[config.mk]
export PLATFORM = sky130hd
export DESIGN_NAME = linear_array_queue_with_search_top
export DESIGN_NICKNAME = d
export VERILOG_FILES = /design/src/laq_pkg.sv /design/src/laq_mem.sv /design/src/laq_count.sv /design/src/laq_seq.sv /design/src/linear_array_queue_with_search_top.sv
export SDC_FILE = /design/constraint.sdc
export NUM_CORES = 1
export LEC_CHECK = 0
export BUFFER_PORTS_ARGS = -buffer_cell sky130_fd_sc_hd__buf_2
export CORE_UTILIZATION = 55
export DETAILED_ROUTE_END_ITERATION = 6
export GPL_ROUTABILITY_DRIVEN = 0
export PLACE_DENSITY = 0.87
export SLEW_MARGIN = 10
export SYNTH_ARGS = -nofsm -noshare
export SYNTH_HDL_FRONTEND = slang
export SYNTH_SLANG_ARGS = --single-unit
[constraint.sdc]
create_clock -name clk -period 5.3 [get_ports clk]
set_input_delay 0 -clock clk [delete_from_list [all_inputs] [get_ports clk]]
set_output_delay 0 -clock clk [all_outputs]
set_load 0.01 [all_outputs]
[src/laq_pkg.sv]
// Shared constants, codes and types for the linear array queue with search.
`default_nettype none

package laq_pkg;

	localparam int DEPTH  = 16;
	localparam int DATA_W = 32;
	localparam int IDX_W  = $clog2(DEPTH);
	localparam int CNT_W  = IDX_W + 1;
	localparam int CAP_W  = 5;
	localparam int CMD_W  = 2;
	localparam int STAT_W = 3;

	localparam logic [CAP_W-1:0] CAP_RESET = CAP_W'(DEPTH);

	// Commands
	localparam logic [CMD_W-1:0] CMD_ENQ  = 2'd0;
	localparam logic [CMD_W-1:0] CMD_DEQ  = 2'd1;
	localparam logic [CMD_W-1:0] CMD_SRCH = 2'd2;
	localparam logic [CMD_W-1:0] CMD_DISP = 2'd3;

	// Result status codes
	localparam logic [STAT_W-1:0] STAT_OK        = 3'd0;
	localparam logic [STAT_W-1:0] STAT_OVERFLOW  = 3'd1;
	localparam logic [STAT_W-1:0] STAT_EMPTY     = 3'd2;
	localparam logic [STAT_W-1:0] STAT_NOT_FOUND = 3'd3;
	localparam logic [STAT_W-1:0] STAT_FOUND     = 3'd4;

	// Request from the sequencer to the entry store
	typedef struct packed {
		logic              we;
		logic [IDX_W-1:0]  waddr;
		logic [DATA_W-1:0] wdata;
		logic [IDX_W-1:0]  raddr;
	} mem_req_t;

endpackage

`default_nettype wire

[src/laq_mem.sv]
// Entry store: one write port and one registered read port.
`default_nettype none

module laq_mem
	import laq_pkg::*;
(
	input  wire logic              clk,
	input  wire mem_req_t          req,
	output logic [DATA_W-1:0]      rdata
);

	logic [DATA_W-1:0] mem_q [DEPTH];

	// Write one slot
	always_ff @(posedge clk) begin
		if (req.we) begin
			mem_q[req.waddr] <= req.wdata;
		end
	end

	// Read one slot, registered
	always_ff @(posedge clk) begin
		rdata <= mem_q[req.raddr];
	end

endmodule

`default_nettype wire

[src/laq_count.sv]
// Compare unit with a match counter, stepped on each entry of a search walk but the last.
`default_nettype none

module laq_count
	import laq_pkg::*;
(
	input  wire logic              clk,
	input  wire logic              arst_n,
	input  wire logic              clr,
	input  wire logic              en,
	input  wire logic [DATA_W-1:0] entry,
	input  wire logic [DATA_W-1:0] key,
	output logic                   hit,
	output logic [CNT_W-1:0]       count_q
);

	// Compare the entry on the read port against the key
	assign hit = (entry == key);

	// Accumulate hits over the walk
	always_ff @(posedge clk or negedge arst_n) begin
		if (!arst_n) begin
			count_q <= '0;
		end else if (clr) begin
			count_q <= '0;
		end else if (en) begin
			count_q <= count_q + CNT_W'(hit);
		end
	end

endmodule

`default_nettype wire

[src/laq_seq.sv]
// Command sequencer: queue pointers, capacity register, walk control and result register.
`default_nettype none

module laq_seq
	import laq_pkg::*;
(
	input  wire logic              clk,
	input  wire logic              arst_n,
	input  wire logic              cfg_we,
	input  wire logic [CAP_W-1:0]  cfg_wdata,
	input  wire logic              s_tvalid,
	output logic                   s_tready,
	input  wire logic [DATA_W-1:0] s_tdata,
	input  wire logic [CMD_W-1:0]  s_tuser,
	output logic                   m_tvalid,
	input  wire logic              m_tready,
	output logic [DATA_W-1:0]      out_data,
	output logic [CNT_W-1:0]       out_count,
	output logic [STAT_W-1:0]      out_status,
	output logic                   out_last,
	output mem_req_t               mem_req,
	input  wire logic [DATA_W-1:0] rdata
);

	localparam logic ST_IDLE = 1'b0;
	localparam logic ST_BUSY = 1'b1;

	logic              state_q, state_n;
	logic [CMD_W-1:0]  cmd_q, cmd_n;
	logic [DATA_W-1:0] key_q, key_n;
	logic [IDX_W-1:0]  ptr_q, ptr_n;
	logic [IDX_W-1:0]  head_q, head_n;
	logic [IDX_W-1:0]  tail_q, tail_n;
	logic              empty_q, empty_n;
	logic [CAP_W-1:0]  cap_q;

	logic              m_tvalid_q;
	logic [DATA_W-1:0] out_data_q;
	logic [CNT_W-1:0]  out_count_q;
	logic [STAT_W-1:0] out_status_q;
	logic              out_last_q;

	logic              load;
	logic [DATA_W-1:0] ld_data;
	logic [CNT_W-1:0]  ld_count;
	logic [STAT_W-1:0] ld_status;
	logic              ld_last;

	logic              out_free;
	logic [CNT_W-1:0]  usable;
	logic [CNT_W-1:0]  tail_inc;
	logic [CNT_W-1:0]  total;
	logic              cnt_clr;
	logic              cnt_en;
	logic              hit;
	logic [CNT_W-1:0]  count_q;

	laq_count u_count (
		.clk     (clk),
		.arst_n  (arst_n),
		.clr     (cnt_clr),
		.en      (cnt_en),
		.entry   (rdata),
		.key     (key_q),
		.hit     (hit),
		.count_q (count_q)
	);

	assign out_free = !m_tvalid_q || m_tready;
	assign tail_inc = {1'b0, tail_q} + CNT_W'(1);
	assign total    = count_q + CNT_W'(hit);

	// Clamp capacity to between one and the built depth
	always_comb begin
		priority if (cap_q == '0) begin
			usable = CNT_W'(1);
		end else if (cap_q > CAP_W'(DEPTH)) begin
			usable = CNT_W'(DEPTH);
		end else begin
			usable = CNT_W'(cap_q);
		end
	end

	// Sequence one command
	always_comb begin
		state_n   = state_q;
		cmd_n     = cmd_q;
		key_n     = key_q;
		ptr_n     = ptr_q;
		head_n    = head_q;
		tail_n    = tail_q;
		empty_n   = empty_q;
		load      = 1'b0;
		ld_data   = '0;
		ld_count  = '0;
		ld_status = STAT_OK;
		ld_last   = 1'b1;
		cnt_clr   = 1'b0;
		cnt_en    = 1'b0;
		s_tready  = 1'b0;
		mem_req.we    = 1'b0;
		mem_req.waddr = '0;
		mem_req.wdata = key_q;

		unique case (state_q)
			ST_IDLE: begin
				s_tready = 1'b1;
				if (s_tvalid) begin
					cmd_n   = s_tuser;
					key_n   = s_tdata;
					ptr_n   = head_q;
					cnt_clr = 1'b1;
					state_n = ST_BUSY;
				end
			end
			ST_BUSY: begin
				unique case (cmd_q)
					CMD_ENQ: begin
						if (out_free) begin
							load    = 1'b1;
							state_n = ST_IDLE;
							priority if (empty_q) begin
								mem_req.we = 1'b1;
								head_n     = '0;
								tail_n     = '0;
								empty_n    = 1'b0;
							end else if (tail_inc >= usable
									|| tail_inc >= CNT_W'(DEPTH)) begin
								ld_status = STAT_OVERFLOW;
							end else begin
								mem_req.we    = 1'b1;
								mem_req.waddr = tail_inc[IDX_W-1:0];
								tail_n        = tail_inc[IDX_W-1:0];
							end
						end
					end
					CMD_DEQ: begin
						if (out_free) begin
							load    = 1'b1;
							state_n = ST_IDLE;
							priority if (empty_q) begin
								ld_status = STAT_EMPTY;
							end else if (head_q == tail_q) begin
								ld_data = rdata;
								head_n  = '0;
								tail_n  = '0;
								empty_n = 1'b1;
							end else begin
								ld_data = rdata;
								head_n  = head_q + IDX_W'(1);
							end
						end
					end
					CMD_SRCH: begin
						priority if (empty_q) begin
							if (out_free) begin
								load      = 1'b1;
								ld_status = STAT_NOT_FOUND;
								state_n   = ST_IDLE;
							end
						end else if (ptr_q != tail_q) begin
							cnt_en = 1'b1;
							ptr_n  = ptr_q + IDX_W'(1);
						end else if (out_free) begin
							load      = 1'b1;
							ld_count  = total;
							ld_status = (total != '0) ? STAT_FOUND : STAT_NOT_FOUND;
							state_n   = ST_IDLE;
						end
					end
					CMD_DISP: begin
						priority if (empty_q) begin
							if (out_free) begin
								load      = 1'b1;
								ld_status = STAT_EMPTY;
								state_n   = ST_IDLE;
							end
						end else if (out_free) begin
							load    = 1'b1;
							ld_data = rdata;
							ld_last = (ptr_q == tail_q);
							if (ptr_q == tail_q) begin
								state_n = ST_IDLE;
							end else begin
								ptr_n = ptr_q + IDX_W'(1);
							end
						end
					end
					default: begin
						state_n = ST_IDLE;
					end
				endcase
			end
			default: begin
				state_n = ST_IDLE;
			end
		endcase

		// Read ahead at the slot the next cycle looks at
		mem_req.raddr = ptr_n;
	end

	// Control state and capacity
	always_ff @(posedge clk or negedge arst_n) begin
		if (!arst_n) begin
			state_q    <= ST_IDLE;
			ptr_q      <= '0;
			head_q     <= '0;
			tail_q     <= '0;
			empty_q    <= 1'b1;
			cap_q      <= CAP_RESET;
			m_tvalid_q <= 1'b0;
		end else begin
			state_q <= state_n;
			ptr_q   <= ptr_n;
			head_q  <= head_n;
			tail_q  <= tail_n;
			empty_q <= empty_n;
			if (cfg_we) begin
				cap_q <= cfg_wdata;
			end
			if (load) begin
				m_tvalid_q <= 1'b1;
			end else if (m_tready) begin
				m_tvalid_q <= 1'b0;
			end
		end
	end

	// Command payload and result register
	always_ff @(posedge clk) begin
		cmd_q <= cmd_n;
		key_q <= key_n;
		if (load) begin
			out_data_q   <= ld_data;
			out_count_q  <= ld_count;
			out_status_q <= ld_status;
			out_last_q   <= ld_last;
		end
	end

	assign m_tvalid   = m_tvalid_q;
	assign out_data   = out_data_q;
	assign out_count  = out_count_q;
	assign out_status = out_status_q;
	assign out_last   = out_last_q;

	// An empty queue has both pointers at slot zero
	a_empty_ptrs: assert property (@(posedge clk) disable iff (!arst_n)
		empty_q |-> (head_q == '0 && tail_q == '0))
		else $error("empty queue with pointers off slot zero");

	// Head never passes tail while entries are held
	a_head_tail: assert property (@(posedge clk) disable iff (!arst_n)
		!empty_q |-> head_q <= tail_q)
		else $error("head passed tail");

	// A walk stays between head and tail
	a_walk_range: assert property (@(posedge clk) disable iff (!arst_n)
		(state_q == ST_BUSY && !empty_q && (cmd_q == CMD_SRCH || cmd_q == CMD_DISP))
		|-> (ptr_q >= head_q && ptr_q <= tail_q))
		else $error("walk pointer out of range");

	// A result is loaded only when the output slot is free
	a_no_overwrite: assert property (@(posedge clk) disable iff (!arst_n)
		(m_tvalid_q && !m_tready) |-> !load)
		else $error("pending result overwritten");

endmodule

`default_nettype wire

[src/linear_array_queue_with_search_top.sv]
// Top level of the linear array queue with search.
//
// Input stream: s_tuser carries the command (enqueue, dequeue, search,
// display), s_tdata the value to enqueue or the search key. One item is
// taken when s_tvalid and s_tready are high; s_tready is high only while
// the sequencer is idle.
// Output stream: each result carries status in m_tuser, the dequeued or
// displayed value and the match count in m_tdata, and m_tlast on the final
// result of a command.
// Walks: search and display step from head to tail through the single read
// port of the entry store, one slot a cycle; search checks each slot in the
// compare unit, and display steps only while the result register is free.
// On an empty queue either gives a single result. The next item is taken
// while the last result still waits in the output register. When the
// receiver stalls, a display walk holds on its current slot and resumes
// when the result register frees; a search walk waits at its last slot.
// Reset empties the queue and sets capacity to the full depth; the entry
// store is not cleared. cfg_we writes capacity; write it only while idle.
`default_nettype none

module linear_array_queue_with_search_top
	import laq_pkg::*;
(
	input  wire logic              clk,
	input  wire logic              arst_n,
	input  wire logic              cfg_we,
	input  wire logic [CAP_W-1:0]  cfg_wdata,
	input  wire logic              s_tvalid,
	output logic                   s_tready,
	input  wire logic [31:0]       s_tdata,   // [31:0] value
	input  wire logic [1:0]        s_tuser,   // [1:0] command
	output logic                   m_tvalid,
	input  wire logic              m_tready,
	output logic [39:0]            m_tdata,   // [31:0] data, [36:32] match_count, zero fill
	output logic [2:0]             m_tuser,   // [2:0] status
	output logic                   m_tlast
);

	mem_req_t          mem_req;
	logic [DATA_W-1:0] rdata;
	logic [DATA_W-1:0] out_data;
	logic [CNT_W-1:0]  out_count;

	laq_mem u_mem (
		.clk   (clk),
		.req   (mem_req),
		.rdata (rdata)
	);

	laq_seq u_seq (
		.clk        (clk),
		.arst_n     (arst_n),
		.cfg_we     (cfg_we),
		.cfg_wdata  (cfg_wdata),
		.s_tvalid   (s_tvalid),
		.s_tready   (s_tready),
		.s_tdata    (s_tdata),
		.s_tuser    (s_tuser),
		.m_tvalid   (m_tvalid),
		.m_tready   (m_tready),
		.out_data   (out_data),
		.out_count  (out_count),
		.out_status (m_tuser),
		.out_last   (m_tlast),
		.mem_req    (mem_req),
		.rdata      (rdata)
	);

	// Pack result fields, lowest first
	assign m_tdata = {3'b000, out_count, out_data};

endmodule

`default_nettype wire
# Word level (Yosys, flattened, before mapping)
# Memory sizes are Yosys's and may differ from the RTL's. A register that Yosys moved wholly into a read port is not among the register bits.
# Cells that the tools add are included.
# W data, S select, Z words.
# totals
register_bits	100
ramBits	512
output_inout_bits	46
word_cells	134
mem_count	1
# classes
add_sub_neg	4
order_cmp	3
n_eq_ne	13
muxes	78
n_bitwise	4
reduce_logical	17
# mem_list
memory	depth	word_bits	read_ports	rd_ports_with_merged_regs	write_ports	line	rtl
u_mem.mem_q	16	32	1	1	1	laq_mem.sv:12	logic [DATA_W-1:0] mem_q [DEPTH];
# op_table
operator	count
$mux W32	4
$mux W4	18
$pmux W32 S2	1
$mux W5	8
$eq A32 B32 Y1	1
$pmux W4 S2	4
$mux W1	28
$mux W3	7
$pmux W3 S4	1
$add A4 B1 Y4 const B	2
$eq A4 B4 Y1	2
$ne A2 B1 Y1 const B	4
$reduce_and A7 Y1	1
$mux W2	3
$pmux W1 S2	3
$reduce_and A6 Y1	1
$reduce_bool A2 Y1	3
$add A4 B1 Y5 const B	1
$add A5 B1 Y5	1
$ge A5 B5 Y1	1
$ge A5 B5 Y1 const B	1
$gt A5 B5 Y1 const B	1
$logic_not A5 Y1	1
$reduce_bool A5 Y1	1
other kinds (16)	21

# Longest topological paths before layout
# Gate-level depths: netlist of run 1.
# logic_depth
word_depth	12
mapped_depth	12
ltp_nobuf	11

# By module
# Synthesis of run 1 repeated with hierarchy kept, for this count alone.
# hier_totals
hier_cells	1180
hier_area_um2	24399.7
# by_module_without_submodules
module	instances	cells_each	area_per_inst_um2	seq_area_each_um2
laq_mem	1	838	19835.3	16015.4
laq_seq	1	275	3960.0	2755.1
laq_count	1	63	578.1	125.1
linear_array_queue_with_search_top	1	4	26.3	0.0

# Worst setup path before layout of run 1
# OpenSTA, ideal clock, no wires.
# synth_timing
path_kind	register to register
startpoint	reg u_seq.tail_q[0]
endpoint	mem u_mem.mem_q[0][0] (enable)
setup_time_ps	501
arrival_time_ps	5029
slack_ps	-231
stages_incl_launch_ff	10
path_buffers	1
synth_period_minus_slack_ps	5531
cell_sequence	dfrtp_1 > buf_2 > nand3_1 > xor2_1 > inv_1 > ha_1 > a21oi_1 > o211ai_1 > o21ai_0 > nor4_1
# synth_between
elab_chain_len	10
word_cells_on_any_way	12
classes_between	add/sub (1); order compare (2); mux (8); reduce/logical (1)
# synth_rtl
item	line	rtl
start: declaration	laq_seq.sv:33	logic [IDX_W-1:0] tail_q, tail_n;
start signal: assignment	laq_seq.sv:217	tail_q <= tail_n;
$add A4 B1 Y5 (*)	laq_seq.sv:70	assign tail_inc = {1'b0, tail_q} + CNT_W'(1);
$ge A5 B5 Y1, on equally long branches	laq_seq.sv:127, laq_seq.sv:128	
$logic_or A1 B1 Y1	laq_seq.sv:128	|| tail_inc >= CNT_W'(DEPTH)) begin
$mux W5 (*)	laq_seq.sv:127	end else if (tail_inc >= usable
$mux W1	laq_seq.sv:122	priority if (empty_q) begin
$mux W5 (*)	laq_seq.sv:119	if (out_free) begin
$mux W5 (*)	laq_seq.sv:117	unique case (cmd_q)
$mux W5 (*)	laq_seq.sv:105	unique case (state_q)
$mux W1	laq_mem.sv:16	if (req.we) begin
$mux W1 (implied by the code)	laq_mem.sv:17	mem_q[req.waddr] <= req.wdata;
end: declaration	laq_mem.sv:12	
# Mark *: on every way between the ends. The rest lies on a longest branch, timed or not.

# Final worst setup path of run 1
# layout_timing
startpoint	reg u_seq.key_q[9]
endpoint	reg u_seq.out_status_q[1], in the netlist u_seq.out_status[1] (data pin)
# layout_between
elab_chain_len	8
# layout_rtl
item	line	rtl
start: declaration	laq_seq.sv:30	logic [DATA_W-1:0] key_q, key_n;
start signal: assignment	laq_seq.sv:233	key_q <= key_n;
$eq A32 B32 Y1	laq_count.sv:18	assign hit = (entry == key);
$add A5 B1 Y5	laq_seq.sv:71	assign total = count_q + CNT_W'(hit);
$reduce_bool A5 Y1	laq_seq.sv:167	ld_status = (total != '0) ? STAT_FOUND : STAT_NOT_FOUND;
$mux W3	laq_seq.sv:167	
$mux W3	laq_seq.sv:164	end else if (out_free) begin
$mux W3	laq_seq.sv:161	end else if (ptr_q != tail_q) begin
$mux W3	laq_seq.sv:155	priority if (empty_q) begin
$pmux W3 S4	laq_seq.sv:117	
end signal: assignment	laq_seq.sv:237	out_status_q <= ld_status;
end: declaration	laq_seq.sv:40	logic [STAT_W-1:0] out_status_q;
# Every way passes these cells.
# A chain may end at the register's enable or synchronous reset.

==> impl_metrics.prom, run 1 <==
# TYPE chip_impl_metric gauge
chip_impl_info{name="final_common_cell",value="edfxtp_1"} 1
chip_impl_info{name="clock_tree.root_cell",value="clkbuf_16"} 1
chip_impl_metric{name="die-area",unit="µm²"} 46170
chip_impl_metric{name="worst_ep_arrival_time",unit="ns"} 4.59
chip_impl_metric{name="gr-total-overflow",unit=""} 0
chip_impl_info{name="cp_cell_sequence",value="xor2_1 > nor4_1 > nand4_1 > nor2_1 > ha_1 > ha_1 > a31oi_1 > or3_1 > or3_1 > a211oi_1"} 1
chip_impl_metric{name="finish.instance_area",unit="µm²"} 28600
chip_impl_metric{name="synthesis.instances",unit=""} 1559
chip_impl_metric{name="final-seq-area",unit="µm²"} 18900
chip_impl_metric{name="worst-path-max-fanout",unit=""} 17
chip_impl_metric{name="postCtsSetupBuffers",unit=""} 0
chip_impl_metric{name="setup_total_negative_slack",unit="ns"} 0
chip_impl_metric{name="fin_crit",unit="ns"} 4.157
chip_impl_info{name="hp-start",value="s_tdata[24]"} 1
chip_impl_metric{name="port_buffers",unit=""} 86
chip_impl_metric{name="synth.avg_cell_area",unit="µm²"} 15.99
chip_impl_metric{name="diodes",unit=""} 0
chip_impl_metric{name="preCtsSetupSlack",unit="ns"} 1.272
chip_impl_metric{name="wire_length_of_the_first_global_routing_pass",unit="µm"} 89090
chip_impl_metric{name="groute.usage.overall",unit=""} 0.2579
chip_impl_metric{name="totalWireLength",unit="µm"} 59470
chip_impl_metric{name="relative_slew_margins",unit=""} 0.1607
chip_impl_metric{name="cp_data_required_time",unit="ns"} 5.73
chip_impl_metric{name="least_margin_pin_slew",unit="ns"} 1.256
chip_impl_metric{name="worstSkewPairLatency",unit="ns"} 0.62
chip_impl_metric{name="power_density",unit="nW/µm²"} 565.8
chip_impl_metric{name="max_freq",unit="GHz"} 0.2406
chip_impl_metric{name="maxCapViolations",unit=""} 0
chip_impl_metric{name="postRouteAntennaNets",unit=""} 0
chip_impl_info{name="sort_of_element_at_the_end_of_the_critical_path",value="register"} 1
chip_impl_info{name="worstHoldEndpoint",value="u_seq.key_q[24]$_DFFE_PP_"} 1
chip_impl_metric{name="synthesis.area",unit="µm²"} 24920
chip_impl_metric{name="ff2ff_path_depth",unit=""} 10
chip_impl_info{name="ys_dominant_reg_cell",value="edfxtp_1"} 1
chip_impl_metric{name="worst_clock_skew",unit="ns"} 0.02447
chip_impl_metric{name="finish.net_count",unit=""} 1764
chip_impl_info{name="status",value="finished clean"} 1
chip_impl_metric{name="postLayoutCoreUtil",unit=""} 0.6439
chip_impl_metric{name="maximum_number_of_pins_on_one_net_before_global_route_repair",unit=""} 92
chip_impl_metric{name="hold_violations",unit=""} 0
chip_impl_metric{name="synth_edf_count",unit=""} 587
chip_impl_metric{name="floorplan.core_area",unit="µm²"} 44410
chip_impl_metric{name="antenna_found_initial",unit=""} 2
chip_impl_metric{name="final-max-slew-violation-count",unit=""} 0
chip_impl_metric{name="vias",unit=""} 14780
chip_impl_metric{name="ios",unit=""} 90
chip_impl_metric{name="async_set_reset_flop_share_out_of_synthesis",unit=""} 0.03882
chip_impl_metric{name="static-leakage-power",unit="µW"} 0.009889
chip_impl_metric{name="nFillCells",unit=""} 2870
chip_impl_metric{name="timing.final.ws_setup",unit="ns"} 1.143
chip_impl_metric{name="place_hpwl",unit="µm"} 32440
chip_impl_metric{name="synthDistinctLibCells",unit=""} 54
chip_impl_metric{name="number_of_global_route_vias_before_repair",unit=""} 14920
chip_impl_metric{name="drc_errors",unit=""} 0
chip_impl_metric{name="ff2ff_setup_slack",unit="ns"} 1.14
chip_impl_info{name="setup.worst_path.start",value="u_seq.key_q[9]$_DFFE_PP_"} 1
chip_impl_metric{name="cts_max_path_buffers",unit=""} 3
chip_impl_metric{name="worst_hold_slack",unit="ns"} 0.08933
chip_impl_metric{name="first_pass_iters",unit=""} 6
chip_impl_metric{name="power.ir.vdd_worst",unit="mV"} 0.7067
chip_impl_metric{name="post_cts_resized",unit=""} 0
chip_impl_metric{name="tritoncts_num_sinks",unit=""} 644
chip_impl_metric{name="drive_gt1_frac",unit=""} 0.1437
chip_impl_metric{name="synth-seq-area-share",unit=""} 0.7582
chip_impl_metric{name="cp_slowest_stage_delay",unit="ns"} 0.80
chip_impl_info{name="crit_path_start_kind",value="register"} 1
chip_impl_info{name="r2r-end",value="u_seq.out_status[1]$_SDFFCE_PN0P_"} 1
chip_impl_metric{name="die_w",unit="µm"} 214.9
chip_impl_metric{name="area_occupied_by_multi_input_gates",unit="µm²"} 5700
chip_impl_info{name="cts_tree",value="yes"} 1
chip_impl_info{name="rsz0062_at_grt",value="no"} 1
chip_impl_info{name="worst_path_max_delay_cell",value="edfxtp_1"} 1
chip_impl_info{name="hp-class",value="in2reg"} 1
chip_impl_metric{name="cts_inserted_buffers",unit=""} 60
chip_impl_metric{name="ys_ff_latch",unit=""} 644
chip_impl_metric{name="timing.final.setup_violations",unit=""} 0
chip_impl_info{name="worst_r2r_startpoint",value="u_seq.key_q[9]$_DFFE_PP_"} 1
chip_impl_info{name="final_cell_mix",value="edfxtp_1 (587), nand2_1 (276), mux2i_1 (131), a32oi_1 (128), buf_2 (86)"} 1
chip_impl_info{name="setup.worst_path.class",value="reg2reg"} 1
chip_impl_metric{name="start_util",unit=""} 0.5611
chip_impl_metric{name="wl_per_cell",unit="µm"} 25.27
chip_impl_metric{name="core.rowCount",unit=""} 77
chip_impl_metric{name="final.period_utilization",unit=""} 0.7843
chip_impl_metric{name="placedInstanceArea",unit="µm²"} 26050
chip_impl_metric{name="clkSlewWorstSetupHoldPaths",unit="ns"} 0.06
chip_impl_metric{name="routed_via_density",unit=""} 6.283
chip_impl_metric{name="die-height",unit="µm"} 214.9
chip_impl_metric{name="synth.yosys.warnings",unit=""} 0
chip_impl_metric{name="drtIter0Drc",unit=""} 2107
chip_impl_metric{name="worst_hold_path.num_cells",unit=""} 2
chip_impl_metric{name="h-tree-depth",unit=""} 2
chip_impl_metric{name="synthToLayoutAreaGrowth",unit="%"} 14.76
==> report_power, final <==
part           switching (µW)  internal [µW]
sequential                456           6200
clock                    1830           2580
combinational            3380           1740
==> sequential cells by signal, indices dropped and copies added (netlist names) <==
name and cells:
u_seq.ptr_q 4, u_seq.out_count 5, u_seq.empty_q 1, u_seq.state_q 1, u_seq.key_q 32, u_mem.rdata 32
u_seq.u_count.count_q 5, u_seq.cap_q 5, u_seq.cmd_q 2, u_seq.m_tvalid 1, u_seq.head_q 4, u_seq.tail_q 4
u_seq.out_status 3, u_seq.out_data 32, u_mem.mem_q 512, u_seq.out_last 1
==> worst max path at each step <==
stage | endpoint | slack (ns)
6_report | u_seq.out_status[1]$_SDFFCE_PN0P_ | 1.14
5_1_grt | u_mem.mem_q[10][19]$_DFFE_PP_ | 1.03
2_1_floorplan | u_mem.mem_q[0][0]$_DFFE_PP_ | 1.09
4_1_cts | u_mem.mem_q[10][13]$_DFFE_PP_ | 1.22
3_5_place_dp | u_mem.mem_q[14][11]$_DFFE_PP_ | 1.27
3_3_place_gp | u_mem.mem_q[8][19]$_DFFE_PP_ | 1.41
==> synth_stat cells (all sizes together), types with 5 or more instances <==
| library cell | count | area [µm²] |
|---|---|---|
| a21oi | 7 | 35.03 |
| a32oi | 128 | 1121 |
| and2 | 37 | 231.5 |
| and4 | 32 | 280.3 |
| buf | 59 | 391.6 |
| clkbuf | 22 | 82.58 |
| dfrtp | 23 | 575.6 |
| dfxtp | 32 | 640.6 |
| edfxtp | 587 | 17630 |
| ha | 10 | 125.1 |
| inv | 11 | 41.29 |
| mux2 | 5 | 60.05 |
| mux2i | 131 | 1311 |
| nand2 | 276 | 1036 |
| nand2b | 7 | 43.79 |
| nand3 | 11 | 55.05 |
| nand4 | 7 | 43.79 |
| nor2 | 43 | 161.4 |
| nor3 | 13 | 116.4 |
| nor4 | 12 | 75.07 |
| o21ai | 14 | 81.33 |
| or3 | 8 | 50.05 |
| xnor2 | 10 | 87.58 |
| xor2 | 36 | 315.3 |
==> cell families after synthesis <==
logic type / Yosys count / synth area share
xor+xnor: 46 / 0.01617
mux: 136 / 0.05503
flops: 644 / 0.7582
fa+ha+maj: 10 / 0.005021
buf+inv: 93 / 0.02089
simple gates: 458 / 0.08731
other cells: 1 / 0.0001505
compound gates: 171 / 0.05724
==> area by class of cell <==
type	instances	area share
sequential	644	0.6607
inverter	12	0.001794
clock inverter	25	0.01111
timing repair buffer	168	0.04139
tap	592	0.02590
multi-input combinational	824	0.1993
clock buffer	88	0.05976
==> per-stage QoR <==
| stage | cells | power [µW] |
|---|---|---|
| after detailed placement | 2189 | 11650 |
| after floorplan | 1561 | 10070 |
| final | 2353 | 16180 |
| after global routing | 2353 | 16700 |
| after CTS | 2353 | 16110 |
| after global placement | 2189 | 11470 |
==> critical path: cells and delay by family, from the launching register on <==
kind                     cells  cell delay [ns]
XOR/XNOR                     1             0.15
flip-flops                   1             0.80
adder cells (fa/ha/maj)      2             0.60
AND/OR/NAND/NOR              5             2.06
AO/OA/AOI/OAI                2             0.36
==> metal layers <==
layer	global-route usage	wire [µm]
met5	0	0
met4	0.1195	2475
met3	0.05180	5806
met2	0.4302	29400
met1	0.3260	21780
==> repair_timing <==
| action | in CTS | in global routing |
|---|---|---|
| hold buffers | 51 | 0 |
| endpoints found under the setup margin | 0 | 0 |
| hold endpoints to repair | 69 | 0 |
No activity file was read; power rests on OpenSTA's default activity.
==> inputs of run 2 (changes only) <==
==> constraint.sdc (replaced) <==
create_clock -name clk -period 3.75 [get_ports clk]
set_input_delay 0 -clock clk [delete_from_list [all_inputs] [get_ports clk]]
set_output_delay 0 -clock clk [all_outputs]
set_load 0.01 [all_outputs]
==> impl_metrics.prom, run 2 (same netlist as run 1, synthesis figures left out) <==
# TYPE chip_impl_metric gauge
chip_impl_info{name="status",value="finished clean"} 1
chip_impl_metric{name="start_util",unit=""} 0.5611
chip_impl_metric{name="worstSkewPairLatency",unit="ns"} 0.64
chip_impl_info{name="cp_top_family",value="compound AO/OA/AOI/OAI gates"} 1
chip_impl_info{name="registers.top_by_ff_count",value="u_mem.mem_q"} 1
chip_impl_metric{name="groute.usage.overall",unit=""} 0.2657
chip_impl_metric{name="seq_power_share",unit=""} 0.400
chip_impl_metric{name="worst_hold_path.num_cells",unit=""} 2
chip_impl_metric{name="global_route.usage.met3",unit=""} 0.05209
chip_impl_metric{name="maxCapViolations",unit=""} 0
chip_impl_metric{name="core.rowCount",unit=""} 77
chip_impl_metric{name="fin_crit",unit="ns"} 3.519
chip_impl_metric{name="drtIter0Drc",unit=""} 1885
chip_impl_metric{name="power_density",unit="nW/µm²"} 793.2
chip_impl_metric{name="postCtsSetupBuffers",unit=""} 0
chip_impl_metric{name="routed_via_density",unit=""} 6.299
chip_impl_metric{name="final-max-slew-violation-count",unit=""} 0
chip_impl_metric{name="antenna_found_initial",unit=""} 0
chip_impl_metric{name="timing.critical_path.depth",unit=""} 9
chip_impl_metric{name="least_margin_pin_slew",unit="ns"} 1.062
chip_impl_info{name="sort_of_element_at_the_end_of_the_critical_path",value="register"} 1
chip_impl_metric{name="cts_hold_buffers",unit=""} 51
chip_impl_metric{name="power_switching",unit="µW"} 8104
chip_impl_metric{name="static-leakage-power",unit="µW"} 0.01018
chip_impl_metric{name="relative_slew_margins",unit=""} 0.2896
chip_impl_metric{name="ios",unit=""} 90
chip_impl_metric{name="hold_violations",unit=""} 0
chip_impl_metric{name="worst_clock_skew",unit="ns"} 0.02493
chip_impl_metric{name="maximum_number_of_pins_on_one_net_before_global_route_repair",unit=""} 129
chip_impl_info{name="cts_tree",value="yes"} 1
chip_impl_metric{name="timing.final.setup_violations",unit=""} 0
chip_impl_metric{name="ff2ff_path_depth",unit=""} 9
chip_impl_info{name="rsz0062_at_grt",value="no"} 1
chip_impl_info{name="globalRoute.busiestLayer",value="met2"} 1
chip_impl_metric{name="number_of_buffer_and_inverter_stages_on_the_critical_path",unit=""} 1
chip_impl_metric{name="first_pass_iters",unit=""} 5
chip_impl_metric{name="cts_inserted_buffers",unit=""} 60
chip_impl_metric{name="totalWireLength",unit="µm"} 61510
chip_impl_info{name="final_common_cell",value="edfxtp_1"} 1
chip_impl_metric{name="post_cts_resized",unit=""} 0
chip_impl_metric{name="use_met1",unit=""} 0.3392
chip_impl_metric{name="synthToLayoutAreaGrowth",unit="%"} 16.93
chip_impl_metric{name="die-height",unit="µm"} 214.9
chip_impl_info{name="hp-class",value="in2reg"} 1
chip_impl_info{name="final_cell_mix",value="edfxtp_1 (587), nand2_1 (276), mux2i_1 (131), a32oi_1 (128), buf_2 (86)"} 1
chip_impl_metric{name="largest_register_ff_count",unit=""} 512
chip_impl_metric{name="postRouteAntennaNets",unit=""} 0
chip_impl_metric{name="cell_internal_power_dissipation",unit="µW"} 15010
chip_impl_info{name="crit_path_start_kind",value="register"} 1
chip_impl_metric{name="worst_ep_arrival_time",unit="ns"} 3.82
chip_impl_metric{name="cts_max_path_buffers",unit=""} 3
chip_impl_metric{name="worst-path-max-fanout",unit=""} 32
chip_impl_metric{name="vias",unit=""} 15090
chip_impl_info{name="cp_cell_sequence",value="ha_1 > ha_1 > a21o_1 > a21o_1 > a21oi_1 > o21a_1 > nand4_1 > nor2_4 > buf_12"} 1
chip_impl_metric{name="nFillCells",unit=""} 2765
chip_impl_metric{name="drc_errors",unit=""} 0
chip_impl_metric{name="finish.net_count",unit=""} 1807
chip_impl_metric{name="wl_per_cell",unit="µm"} 25.67
chip_impl_metric{name="power",unit="µW"} 23110
chip_impl_metric{name="cp_slowest_stage_delay",unit="ns"} 0.62
chip_impl_metric{name="cp_data_required_time",unit="ns"} 4.05
chip_impl_info{name="clock_tree.root_cell",value="clkbuf_16"} 1
chip_impl_metric{name="final.period_utilization",unit=""} 0.9384
chip_impl_metric{name="place_hpwl",unit="µm"} 33800
chip_impl_info{name="setup.worst_path.class",value="reg2reg"} 1
chip_impl_metric{name="drive_gt1_frac",unit=""} 0.1702
chip_impl_metric{name="postLayoutCoreUtil",unit=""} 0.6561
chip_impl_metric{name="number_of_global_route_vias_before_repair",unit=""} 15210
chip_impl_metric{name="floorplan.core_area",unit="µm²"} 44410
chip_impl_metric{name="h-tree-depth",unit=""} 2
chip_impl_metric{name="diodes",unit=""} 0
chip_impl_metric{name="tritoncts_num_sinks",unit=""} 644
chip_impl_metric{name="power.ir.vdd_worst",unit="mV"} 0.7720
chip_impl_metric{name="p_sw_frac",unit=""} 0.3506
chip_impl_metric{name="max_freq",unit="GHz"} 0.2842
chip_impl_metric{name="gr-total-overflow",unit=""} 0
chip_impl_metric{name="clkSlewWorstSetupHoldPaths",unit="ns"} 0.06
chip_impl_metric{name="p_comb_frac",unit=""} 0.328
chip_impl_metric{name="wire_length_of_the_first_global_routing_pass",unit="µm"} 91800
chip_impl_metric{name="die-area",unit="µm²"} 46170
chip_impl_metric{name="port_buffers",unit=""} 86
chip_impl_metric{name="grtUsageMet2",unit=""} 0.4374
chip_impl_metric{name="die_w",unit="µm"} 214.9
chip_impl_info{name="worst_path_max_delay_cell",value="dfrtp_1"} 1
chip_impl_metric{name="power.share.clock",unit=""} 0.272
chip_impl_metric{name="setup_total_negative_slack",unit="ns"} 0
[run 2: changes by cell type in the layout (fill, tap and decap cells not counted), moves of 2 or more]
cell	delta
buf_12	+16
buf_4	+26
bufinv_16	+2
clkbuf_1	-14
clkbuf_16	-2
clkbuf_8	-4
clkinv_1	+2
clkinv_2	+11
clkinvlp_4	+3
[run 2: path summary, 6_finish.rpt]
kind                                                   from                               end  slack (ns)
worst max-delay path            u_seq.tail_q[0]$_DFFE_PN0P_     u_mem.mem_q[10][22]$_DFFE_PP_        0.23
worst min-delay path                            s_tdata[12]         u_seq.key_q[12]$_DFFE_PP_        0.07
worst max register to register  u_seq.tail_q[0]$_DFFE_PN0P_     u_mem.mem_q[10][22]$_DFFE_PP_        0.23
min in group asynchronous                            arst_n         u_seq.empty_q$_DFFE_PN1P_        0.45
worst min register to register      u_mem.rdata[29]$_DFF_P_  u_seq.out_data[29]$_SDFFCE_PN0P_        0.54
max in group asynchronous                            arst_n        u_seq.cap_q[3]$_DFFE_PN0P_        1.82
[run 2: per-stage QoR]
step | area, µm² | std cells | worst slack, ns | hold WS, ns
detailed placement | 26590 | 2232 | 0.3408 | 0.03202
floorplan | 24960 | 1561 | -0.2182 | -0.2956
CTS | 29140 | 2396 | 0.2966 | 0.04917
finish | 29140 | 2396 | 0.2312 | 0.07467
global placement | 26590 | 2232 | 0.3696 | 0.02676
global route | 29140 | 2396 | 0.1173 | 0.07396
[run 2: power groups by stage]
| stage | clock, µW | sequential, µW | combinational [µW] |
|---|---|---|---|
| 3_5_place_dp | 0 | 9380 | 7310 |
| 5_1_grt | 6580 | 9290 | 8040 |
| 4_1_cts | 6340 | 9240 | 7480 |
| 2_1_floorplan | 0 | 9360 | 4880 |
| 3_3_place_gp | 0 | 9350 | 7040 |
| 6_report | 6290 | 9240 | 7580 |
[run 2: area by class of cell]
cell class,instances,area (µm²),share of cell area
clock buffers,68,1551,0.05324
multi-input cells,824,5700,0.1956
clock inverters,45,491.7,0.01687
repair buffers,211,1709,0.05865
flip-flops and latches,644,18900,0.6484
inverters,12,51.30,0.001760
well taps,592,740.7,0.02542
[run 2: worst reg2reg max path, cell delays in order (launching register included)]
cell and delay (ns):
dfrtp_1 0.62, ha_1 0.38, ha_1 0.30, a21o_1 0.16, a21o_1 0.18, a21oi_1 0.21
o21a_1 0.32, nand4_1 0.45, nor2_4 0.26, buf_12 0.29
[run 2: routing by layer]
layer,up-vias,wire length (µm)
met3,207,5827
met1,7485,22810
met2,1003,30020
met4,0,2850
li1,6397,-
met5,-,0
